===== src/rtl/core/fbaps_pkg.sv =====
`default_nettype none
// ============================================================================
// Frequency band antenna port selector package
// Shared payload types, command codes and control byte constants.
// ============================================================================
package fbaps_pkg;

    typedef struct packed {
        logic        cmd;
        logic [15:0] range_low_mhz;
        logic [15:0] range_high_mhz;
        logic [7:0]  first_port;
        logic [15:0] tune_mhz;
    } t_in;

    typedef struct packed {
        logic       status;
        logic       write_valid;
        logic [6:0] device_address;
        logic [7:0] control_byte;
        logic [3:0] selected_index;
    } t_out;

    typedef struct packed {
        logic [15:0] range_low_mhz;
        logic [15:0] range_high_mhz;
        logic [7:0]  port_a;
        logic [7:0]  port_b;
    } t_entry;

    localparam logic       CmdAdd  = 1'b0;
    localparam logic       CmdTune = 1'b1;

    localparam logic [7:0] CtrlOutDisable = 8'h80;
    localparam logic [7:0] CtrlSameSide   = 8'h04;
    localparam logic [7:0] CtrlLedEn      = 8'h02;
    localparam logic [7:0] PortLast       = 8'd7;
    localparam logic [7:0] SideSplit      = 8'd4;
    localparam logic [6:0] BoardAddrReset = 7'd24;

    function automatic logic [7:0] switch_bits(input logic [7:0] port);
        logic [7:0] low2;
        low2 = {6'd0, port[1:0]};
        if (port < SideSplit) begin
            return low2 << 5;
        end
        return low2 << 3;
    endfunction

endpackage
`default_nettype wire


===== src/rtl/core/fbaps_ram.sv =====
`default_nettype none
// ============================================================================
// Generic single-port-write RAM
// One write port and one read port with a registered read.
// ============================================================================
module fbaps_ram #(
    parameter int WIDTH = 48,
    parameter int DEPTH = 8,
    localparam int AW = (DEPTH > 1) ? $clog2(DEPTH) : 1
) (
    input  wire logic             i_clk,
    input  wire logic             i_we,
    input  wire logic [AW-1:0]    i_waddr,
    input  wire logic [WIDTH-1:0] i_wdata,
    input  wire logic [AW-1:0]    i_raddr,
    output logic      [WIDTH-1:0] o_rdata
);

    logic [WIDTH-1:0] r_mem [DEPTH];

    always_ff @(posedge i_clk) begin
        if (i_we) begin
            r_mem[i_waddr] <= i_wdata;
        end
        o_rdata <= r_mem[i_raddr];
    end

endmodule
`default_nettype wire


===== src/rtl/core/frequency_band_antenna_port_selector_core.sv =====
`default_nettype none
// ============================================================================
// Frequency band antenna port selector core
// Keeps a table of frequency bands with two antenna ports each and, on a tune
// command, selects the first matching band and builds the switch control byte.
// ============================================================================
//
//  Channel  Direction  Handshake              Payload
//  -------  ---------  ---------------------  ------------------------------
//  in       input      i_in_valid / o_in_stall    i_in_data   (t_in)
//  out      output     o_out_valid / i_out_stall  o_out_data  (t_out)
//  cfg      input      i_cfg_valid / o_cfg_ready  i_cfg_data  (board address)
//
//  An add, or a tune of an empty table, goes straight to finish; a tune
//  else reads the entries one at a time through the single read port of
//  the entry RAM, evaluates, then finishes. One item is in work at a time.
//  After reset the table is empty, nothing is selected and the address is 24.
//  A stalled output holds its result; the next item may be taken meanwhile.
//
module frequency_band_antenna_port_selector_core
    import fbaps_pkg::*;
#(
    parameter int MAX_RANGES = 8
) (
    input  wire logic       i_clk,
    input  wire logic       i_rst_n,
    input  wire logic       i_in_valid,
    output logic            o_in_stall,
    input  wire t_in        i_in_data,
    output logic            o_out_valid,
    input  wire logic       i_out_stall,
    output t_out            o_out_data,
    input  wire logic       i_cfg_valid,
    output logic            o_cfg_ready,
    input  wire logic [6:0] i_cfg_data
);

    localparam int AW = (MAX_RANGES > 1) ? $clog2(MAX_RANGES) : 1;
    localparam int CW = $clog2(MAX_RANGES + 1);
    localparam int EW = $bits(t_entry);
    localparam logic [CW-1:0] MaxCount = CW'(MAX_RANGES);

    typedef enum logic [4:0] {
        S_IDLE = 5'b00001,
        S_READ = 5'b00010,
        S_CMP  = 5'b00100,
        S_EVAL = 5'b01000,
        S_FIN  = 5'b10000
    } t_state;

    t_state          r_state;
    logic [CW-1:0]   r_count;
    logic [CW-1:0]   r_idx;
    logic [CW-1:0]   r_cur;
    logic            r_cur_valid;
    logic [6:0]      r_board_addr;
    logic [15:0]     r_tune;
    logic [7:0]      r_pa;
    logic [7:0]      r_pb;
    t_out            r_res;
    logic            r_out_valid;
    t_out            r_out_data;

    logic            n_accept;
    logic            n_add_we;
    t_entry          n_wentry;
    logic [EW-1:0]   n_rdata_raw;
    t_entry          n_rentry;
    logic            n_hit;
    logic [CW-1:0]   n_idx_inc;
    logic            n_out_free;
    logic            n_a_low;
    logic            n_b_low;
    logic            n_ports_ok;
    logic [7:0]      n_ctrl;
    logic            n_same_sel;
    t_out            n_tune_res;
    t_out            n_start_res;

    assign o_cfg_ready = 1'b1;
    assign o_in_stall  = (r_state != S_IDLE);
    assign n_accept    = i_in_valid && !o_in_stall;
    assign n_add_we    = n_accept && (i_in_data.cmd == CmdAdd) && (r_count < MaxCount);
    assign n_out_free  = !r_out_valid || !i_out_stall;

    always_comb begin
        n_wentry.range_low_mhz  = i_in_data.range_low_mhz;
        n_wentry.range_high_mhz = i_in_data.range_high_mhz;
        n_wentry.port_a         = i_in_data.first_port;
        n_wentry.port_b         = (i_in_data.first_port < SideSplit)
                                  ? (8'(r_count) + SideSplit) : 8'd0;
    end

    always_comb begin
        n_start_res        = '0;
        n_start_res.status = (i_in_data.cmd == CmdAdd) ? (r_count >= MaxCount)
                                                       : (r_count == '0);
    end

    fbaps_ram #(
        .WIDTH (EW),
        .DEPTH (MAX_RANGES)
    ) u_entry_ram (
        .i_clk   (i_clk),
        .i_we    (n_add_we),
        .i_waddr (r_count[AW-1:0]),
        .i_wdata (n_wentry),
        .i_raddr (r_idx[AW-1:0]),
        .o_rdata (n_rdata_raw)
    );

    assign n_rentry  = t_entry'(n_rdata_raw);
    assign n_hit     = (r_tune >= n_rentry.range_low_mhz) &&
                       (r_tune <= n_rentry.range_high_mhz);
    assign n_idx_inc = r_idx + CW'(1);

    always_comb begin
        n_a_low    = (r_pa < SideSplit);
        n_b_low    = (r_pb < SideSplit);
        n_ports_ok = (r_pa <= PortLast) && (r_pb <= PortLast) &&
                     !((n_a_low == n_b_low) && !((r_pa == 8'd0) && (r_pb == 8'd0)));
        n_ctrl     = CtrlOutDisable | (n_a_low ? CtrlSameSide : 8'd0) |
                     switch_bits(r_pa) | switch_bits(r_pb) | CtrlLedEn;
        n_same_sel = r_cur_valid && (r_cur == r_idx);

        n_tune_res                = '0;
        n_tune_res.selected_index = 4'(r_idx);
        if (n_same_sel) begin
            n_tune_res.status = 1'b1;
        end else if (n_ports_ok) begin
            n_tune_res.write_valid    = 1'b1;
            n_tune_res.device_address = r_board_addr;
            n_tune_res.control_byte   = n_ctrl;
        end
    end

    always_ff @(posedge i_clk) begin
        if (!i_rst_n) begin
            r_state      <= S_IDLE;
            r_count      <= '0;
            r_cur        <= '0;
            r_cur_valid  <= 1'b0;
            r_board_addr <= BoardAddrReset;
            r_out_valid  <= 1'b0;
        end else begin
            if (i_cfg_valid && o_cfg_ready) begin
                r_board_addr <= i_cfg_data;
            end

            unique case (r_state)
                S_IDLE: begin
                    if (n_accept) begin
                        r_res  <= n_start_res;
                        r_tune <= i_in_data.tune_mhz;
                        r_idx  <= '0;
                        if (i_in_data.cmd == CmdAdd) begin
                            if (r_count < MaxCount) begin
                                r_count <= r_count + CW'(1);
                            end
                            r_state <= S_FIN;
                        end else if (r_count == '0) begin
                            r_state <= S_FIN;
                        end else begin
                            r_state <= S_READ;
                        end
                    end
                end
                S_READ: begin
                    r_state <= S_CMP;
                end
                S_CMP: begin
                    if (n_hit) begin
                        r_pa    <= n_rentry.port_a;
                        r_pb    <= n_rentry.port_b;
                        r_state <= S_EVAL;
                    end else if (n_idx_inc == r_count) begin
                        r_pa    <= 8'd0;
                        r_pb    <= 8'd0;
                        r_idx   <= n_idx_inc;
                        r_state <= S_EVAL;
                    end else begin
                        r_idx   <= n_idx_inc;
                        r_state <= S_READ;
                    end
                end
                S_EVAL: begin
                    r_res <= n_tune_res;
                    if (!n_same_sel) begin
                        r_cur       <= r_idx;
                        r_cur_valid <= 1'b1;
                    end
                    r_state <= S_FIN;
                end
                S_FIN: begin
                    if (n_out_free) begin
                        r_state <= S_IDLE;
                    end
                end
                default: begin
                    r_state <= S_IDLE;
                end
            endcase

            if ((r_state == S_FIN) && n_out_free) begin
                r_out_valid <= 1'b1;
            end else if (!i_out_stall) begin
                r_out_valid <= 1'b0;
            end
        end
    end

    always_ff @(posedge i_clk) begin
        if ((r_state == S_FIN) && n_out_free) begin
            r_out_data <= r_res;
        end
    end

    assign o_out_valid = r_out_valid;
    assign o_out_data  = r_out_data;

    a_count_bound: assert property (@(posedge i_clk) disable iff (!i_rst_n)
        r_count <= MaxCount)
        else $error("entry count exceeds table depth");

    a_scan_in_table: assert property (@(posedge i_clk) disable iff (!i_rst_n)
        (r_state == S_CMP) |-> (r_idx < r_count))
        else $error("scan index outside stored entries");

    a_write_no_error: assert property (@(posedge i_clk) disable iff (!i_rst_n)
        o_out_valid |-> !(o_out_data.write_valid && o_out_data.status))
        else $error("control byte issued with error status");

    a_result_from_fin: assert property (@(posedge i_clk) disable iff (!i_rst_n)
        $rose(o_out_valid) |-> $past(r_state == S_FIN))
        else $error("result presented without finishing an item");

    a_cur_in_range: assert property (@(posedge i_clk) disable iff (!i_rst_n)
        r_cur_valid |-> (r_cur <= r_count))
        else $error("current selection beyond entry count");

endmodule
`default_nettype wire

===== config.mk =====
export PLATFORM = sky130hd
export DESIGN_NAME = frequency_band_antenna_port_selector_core
export DESIGN_NICKNAME = d
export VERILOG_FILES = /design/src/rtl/core/fbaps_pkg.sv /design/src/rtl/core/fbaps_ram.sv /design/src/rtl/core/frequency_band_antenna_port_selector_core.sv
export SDC_FILE = /design/constraint.sdc
export NUM_CORES = 1
export LEC_CHECK = 0
export CORE_UTILIZATION = 45
export DETAILED_ROUTE_END_ITERATION = 8
export DONT_BUFFER_PORTS = 1
export GPL_TIMING_DRIVEN = 0
export PLACE_DENSITY = 0.72
export SETUP_SLACK_MARGIN = 0.1
export SLEW_MARGIN = 20
export SYNTH_ARGS = -nofsm -noshare
export SYNTH_HDL_FRONTEND = slang
export SYNTH_SLANG_ARGS = --single-unit

===== constraint.sdc =====
create_clock -name i_clk -period 5.5 [get_ports i_clk]
set_input_delay 0.55 -clock i_clk [delete_from_list [all_inputs] [get_ports i_clk]]
set_output_delay 0.55 -clock i_clk [all_outputs]
set_load 0.005 [all_outputs]

# Yosys cells after proc, flatten, opt, wreduce, memory -nomap -nowiden
# Memories as Yosys holds them, arrays and structs flattened. A register that Yosys moved wholly into a read port is not among the register bits.
# Index checks and enable logic that the tools add are counted.
dict set report totals {
  reg_bits 148
  latchBits 0
  ramBits 360
  mem_bits_ro 0
  in_bits 69
  memories 1
}
dict set report classes {
  addsub 3
  mul 0
  div 0
  n_lt_le_gt_ge 9
  eq_ne 13
  shift 0
  n_mux 31
  n_bitwise 4
  n_reduce_logical 29
}
# name depth width read_ports rd_ports_with_merged_regs wr line
set memory_table {}
lappend memory_table {u_entry_ram.r_mem 8 45 1 1 1 fbaps_ram.sv:19} ;# logic [WIDTH-1:0] r_mem [DEPTH];
# op count
set ops {}
lappend ops {{8-bit 2-to-1 mux} 7}
lappend ops {{21-bit case mux with 2 select lines} 1}
lappend ops {{16-bit 2-to-1 mux} 2}
lappend ops {{5-bit 2-to-1 mux} 5}
lappend ops {{5-bit case mux with 5 select lines} 1}
lappend ops {{8-bit by 3-bit less-than comparator with 1-bit output (second input constant)} 3}
lappend ops {{21-bit 2-to-1 mux} 1}
lappend ops {{16-bit greater-or-equal comparator} 1}
lappend ops {{16-bit <= comparator} 1}
lappend ops {{8-bit by 3-bit <= comparator with 1-bit output (second input constant)} 2}
lappend ops {{8-bit logical NOT} 2}
lappend ops {{4-bit 2-to-1 mux} 4}
lappend ops {{8-bit bitwise OR} 2}
lappend ops {{1-bit logical AND} 10}
lappend ops {{3-bit AND reduction} 3}
lappend ops {{4-bit by 1-bit adder with 4-bit output (second input constant)} 2}
lappend ops {{4-bit == test} 2}
lappend ops {{1-bit 2-to-1 mux} 8}
lappend ops {{4-bit case mux with 2 select lines} 1}
lappend ops {{4-bit AND reduction} 2}
lappend ops {{2-bit inequality test (second input constant)} 3}
lappend ops {{2-bit nonzero test} 3}
lappend ops {{4-bit by 3-bit adder with 5-bit output (second input constant)} 1}
lappend ops {{5-bit by 1-bit == test with 1-bit output (second input constant)} 1}
lappend ops {{other kinds (15)} 21}

# Logic depth before layout (Yosys ltp)
dict set report logic_depth {
  depth_word 9
  depth_mapped 9
}

# Modules after synthesis
# A second synthesis with hierarchy kept.
dict set report hier_totals {
  cells_unflattened 999
  hier_area_um2 20163.1
}
# mod n_inst cells_per_inst area_per_inst_um2
set modules_own_cells {}
lappend modules_own_cells {fbaps_ram 1 616 15620.0}
lappend modules_own_cells {frequency_band_antenna_port_selector_core 1 383 4543.1}

# Worst setup path before layout
# OpenSTA, ideal clock, no wires.
dict set report synth_path {
  path_kind {register -> register}
  startpoint {reg r_state[1]}
  endpoint {mem u_entry_ram.r_mem[0][0] (netlist bit), enable pin}
  setup_ns 0.503
  arrival_ns 4.219
  required_time_ns 4.997
  path_slack_ns 0.778
  path_stages_with_launch 7
  n_path_buf 1
  synth_period_minus_slack_ns 4.722
  path_cell_list {dfxtp_1 > nor3_1 > and3b_1 > and3_1 > buf_2 > nand2_1 > nor3_1}
}
dict set report synth_via {
  elab_chain_cells 7
}
# item line
set synth_rtl {}
lappend synth_rtl {{start, declared} frequency_band_antenna_port_selector_core.sv:51} ;# t_state r_state;
lappend synth_rtl {{start signal, assigned} frequency_band_antenna_port_selector_core.sv:139} ;# r_state <= S_IDLE;
lappend synth_rtl {{start signal, assigned} frequency_band_antenna_port_selector_core.sv:160} ;# r_state <= S_FIN;
lappend synth_rtl {{start signal, assigned} frequency_band_antenna_port_selector_core.sv:162} ;# r_state <= S_FIN;
lappend synth_rtl {{5-bit by 1-bit inequality test with 1-bit output} frequency_band_antenna_port_selector_core.sv:81} ;# assign o_in_stall = (r_state != S_IDLE);
lappend synth_rtl {{1-bit logical NOT} frequency_band_antenna_port_selector_core.sv:82} ;# assign n_accept = i_in_valid && !o_in_stall;
lappend synth_rtl {{1-bit logical AND} frequency_band_antenna_port_selector_core.sv:82}
lappend synth_rtl {{1-bit logical AND (2 in a row)} frequency_band_antenna_port_selector_core.sv:83} ;# assign n_add_we = n_accept && (i_in_data.cmd == CmdAdd) && (r_count < MaxCount);
lappend synth_rtl {{1-bit 2-to-1 mux} fbaps_ram.sv:22} ;# if (i_we) begin
lappend synth_rtl {{1-bit 2-to-1 mux (implied by the code)} fbaps_ram.sv:23} ;# r_mem[i_waddr] <= i_wdata;
lappend synth_rtl {{end, declared} fbaps_ram.sv:19}
# No other way between the ends.

# Worst setup path in the final report
dict set report layout_path {
  startpoint {reg r_state[2]}
  endpoint {mem u_entry_ram.r_mem[0][33] (netlist bit), enable pin}
}
# The elaborated chain is that of the path after synthesis.

==> summary.txt <==
Route
  – Router iterations before antenna repair: 9
  – Routed WL per cell: 22.79 µm
  – Avg Vias per Cell: ~5.5
  – Initial DRC count: around 600
  – Total Wirelength: ~36000 µm
  – Via count: 8738
  – # DRC: 5
  – Antenna Nets Post-Route: 0

Setup path
  – R2r worst-path depth: 9
  – CP arrival: approximately 3.5 ns
  – Cells along the critical path: nor3_1 -> and3b_1 -> and3_1 -> buf_2 -> nand2_1 -> nor3_2 -> buf_4 -> buf_6 -> buf_4
  – Crit Reg-Reg Startpoint: r_state[2]$_SDFFE_PN0P_
  – Worst path required time: about 5.8 ns
  – Setup crit start kind: flop
  – Reg2reg end: u_entry_ram.r_mem[0][33]$_DFFE_PP_
  – Crit path to: u_entry_ram.r_mem[0][33]$_DFFE_PP_
  – Crit path max-delay family: simple AND/OR/NAND/NOR gates
  – Most used cell, CP: buf_4
  – Cell depth of the worst setup path: 9
  – Crit path kind: reg -> reg
  – Max stage delay on crit path: ~0.66 ns
  – Buffers and inverters on the worst path: 4
  – Worst R2R Setup Slack: between 2 and 2.5 ns
  – Max stage delay cell, worst path: nor3_2
  – CP endpoint kind: flop
  – Critical path peak fanout: 8
  – Beginning of the critical path: r_state[2]$_SDFFE_PN0P_

Global routing
  – Number of global-route vias before repair: ~9000
  – First-pass GRT wire length: about 56000 µm
  – Pin count of the biggest net entering global routing: 21
  – GRT Overall Usage: about 17%
  – Initial antenna violation count: 0
  – Total gr overflow: 0

Clock tree
  – Post-CTS resize count: 0
  – Count of hold-fix buffers inserted at cts: 0
  – Htree depth: 2
  – Clk slew on worst S/H paths: roughly 0.060 ns
  – CTS Buf Count: 47
  – Post-CTS setup buffer count: 0
  – CTS tree: built
  – CTS Sinks: between 400 and 500
  – Clock Latency Late Sink: about 0.57 ns
  – CTS root buffer: clkbuf_16
  – CTS max path bufs: 3

Timing
  – Hold Fails Final Rpt: 0
  – Worst slew margin: 25.47%
  – Worst slew pin tran: about 1.1 ns
  – Final critical-path share of the clock period: 57.80%
  – Setup repair after global routing missed its margin: false
  – Slew Viols, Final: 0
  – Final Setup Violations: 0
  – FMAX: 314.6 MHz
  – Setup ws final: between 2 and 2.5 ns
  – Clock Skew: roughly 0.026 ns
  – Final min period: roughly 3.2 ns

Layout
  – Post-Layout Cell Count: approximately 1600
  – Fill cells: about 3100
  – Most frequent cells in the layout: edfxtp_1, mux4_2, dfxtp_1, clkbuf_16, mux2_2
  – Share of layout cells above drive strength 1: roughly a quarter
  – Final net count: between 1000 and 1500
  – Register area: 0.01422 mm²
  – Most common library cell in the layout ignoring fill and taps: edfxtp_1
  – Area delta synth->final: 14.08%
  – Diode count: 0
  – Area occupied by multi-input gates: approximately 0.0044 mm²
  – Util after Layout: between 50% and 60%

Placed design
  – Port-buffer cells: 0
  – Post-DP HPWL: 23870 µm
  – Inst Count DP: roughly 1500
  – RD Place Congestion: between 0.7 and 0.8
  – Post-Place Setup Slack: about 2.3 ns

Power
  – Cell Pwr Density: ~380 mW/mm²
  – Sw power: 1.708 mW
  – Logic pwr share: around 7.7%
  – Max VDD drop: roughly 280 µV
  – Clock power share: between 30% and 40%
  – LEAKAGE: 7.218 nW
  – Seq pwr share: between 50% and 60%
  – Internal cell power: between 6 and 7 mW
  – Sw frac: 21.10%

Yosys
  – Top FF cell, synth: edfxtp_1
  – Post-Syn Instances: roughly 960
  – Flop and latch count out of synthesis: around 500
  – Ranking of synthesized cells by area: edfxtp_1, mux4_2, dfxtp_1, mux2_2, ha_1
  – Post-synthesis mux area share: around 14%
  – Cell taking the most area after synthesis: edfxtp_1
  – Synth Area in Compound Gates: under 10%
  – Post-synth cell types: 53
  – Post-Synth Adder-Cell Area: approximately 2.5%
  – Syn_area_per_cell: approximately 20 µm²
  – Seq/Total Area, Yosys: 75.21%
  – Synth Area in Simple Gates: under 10%
  – Post-Syn Area: 0.01891 mm²
  – Synth top area share: about two thirds
  – Syn Nets: around 1100
  – Yosys warning count: 0
  – Post-synth EDFFs: approximately 430
  – Main combinational cell family by area after synthesis: multiplexers
  – XOR/XNOR Fraction of Synth Area: less than 1%
  – Async SR Flop Fraction: 0%

Run status
  – Status: finished, violations left
  – Failing checks: DRC

Floorplan
  – Cell Rows: 74
  – Die footprint: around 0.043 mm²
  – Die W: ~210 µm
  – Core area: ~0.041 mm²
  – Num ports: slightly above 90
  – Initial core utilization: 46.00%
  – Die height: 207.0 µm

Run
  – Max-cap violations: 0

Worst hold path
  – Worst Hold Class: in -> reg
==> per-stage QoR <==
step	TNS, ns	area [µm²]	total power [mW]	hold WS, ns
3_3_place_gp	-315.68	19580	4.951	0.4003
6_report	0	21570	8.093	0.07187
3_5_place_dp	0	20030	4.973	0.4093
2_1_floorplan	0	18910	4.788	0.4003
5_1_grt	0	21570	8.360	0.04614
4_1_cts	0	21570	8.171	0.04352
==> worst min path at each step <==
stage	slack, ns	cells after the start	endpoint	start
2_1_floorplan	0.40	0	o_out_data[0]$_DFFE_PP_	r_res[0]$_SDFFCE_PP0P_
3_3_place_gp	0.40	0	o_out_data[17]$_DFFE_PP_	r_res[17]$_SDFFCE_PP0P_
3_5_place_dp	0.41	0	o_out_data[16]$_DFFE_PP_	r_res[16]$_SDFFCE_PP0P_
4_1_cts	0.04	0	u_entry_ram.r_mem[4][31]$_DFFE_PP_	i_in_data[42]
5_1_grt	0.05	0	u_entry_ram.r_mem[2][22]$_DFFE_PP_	i_in_data[33]
6_report	0.07	0	u_entry_ram.r_mem[2][22]$_DFFE_PP_	i_in_data[33]
==> area by class of cell <==
type / instances / area share (%)
flip-flops and latches: 496 / 65.93
plain buffers: 39 / 1.079
multi-input cells: 383 / 20.32
repair buffers: 25 / 1.827
inverters: 37 / 0.6495
clock inverters: 20 / 1.142
clock buffers: 66 / 5.973
well taps: 532 / 3.085
==> power by group through the flow <==
stage | sequential [mW] | combinational (mW) | clock, mW
after floorplan | 4.33 | 0.461 | 0
after CTS | 4.27 | 0.630 | 3.27
after global placement | 4.35 | 0.598 | 0
final | 4.27 | 0.620 | 3.20
after detailed placement | 4.35 | 0.624 | 0
after global routing | 4.28 | 0.678 | 3.40
==> state kept, by name, indices dropped and copies added (netlist names), 5 cells and up <==
name / count
r_state: 5
u_entry_ram.o_rdata: 45
r_pa: 8
u_entry_ram.r_mem: 360
r_tune: 16
o_out_data: 18
r_pb: 5
r_board_addr: 7
r_res: 18
==> logic make-up (layout without fill, tap and decap cells) <==
family,after synthesis,in the layout
XOR/XNOR,11,11
multiplexers,144,144
adder cells (fa/ha/maj),38,38
other,2,2
buffers and inverters,76,187
AO/OA/AOI/OAI,52,52
flip-flops,496,496
AND/OR/NAND/NOR,136,136
==> layer usage <==
metal	part of all wire (%)	vias to the layer above	global-route usage [%]
met3	6.1	66	3.593
met1	43	4499	23.32
li1	-	3912	-
met2	49	261	28.53
met4	2.2	0	5.378
met5	0	-	0
==> synth_stat cells (3+ instances only) <==
| cell | n |
|---|---|
| mux4_2 | 90 |
| xnor2_1 | 8 |
| dfxtp_1 | 67 |
| ha_1 | 38 |
| nor3_1 | 9 |
| nor2_1 | 29 |
| buf_4 | 5 |
| o21a_1 | 7 |
| a22oi_1 | 4 |
| a21oi_1 | 18 |
| and3_1 | 5 |
| and2_1 | 30 |
| nand3_1 | 8 |
| edfxtp_1 | 429 |
| buf_2 | 6 |
| nand4_1 | 4 |
| mux2_2 | 45 |
| clkbuf_1 | 13 |
| buf_1 | 7 |
| mux2i_1 | 9 |
| inv_1 | 36 |
| nor4_1 | 4 |
| o21ai_0 | 7 |
| nor2b_1 | 13 |
| nand2_1 | 20 |
| buf_6 | 8 |
| xor2_1 | 3 |
| a21boi_0 | 3 |
Note: power is estimated with default switching activity, not from simulation.
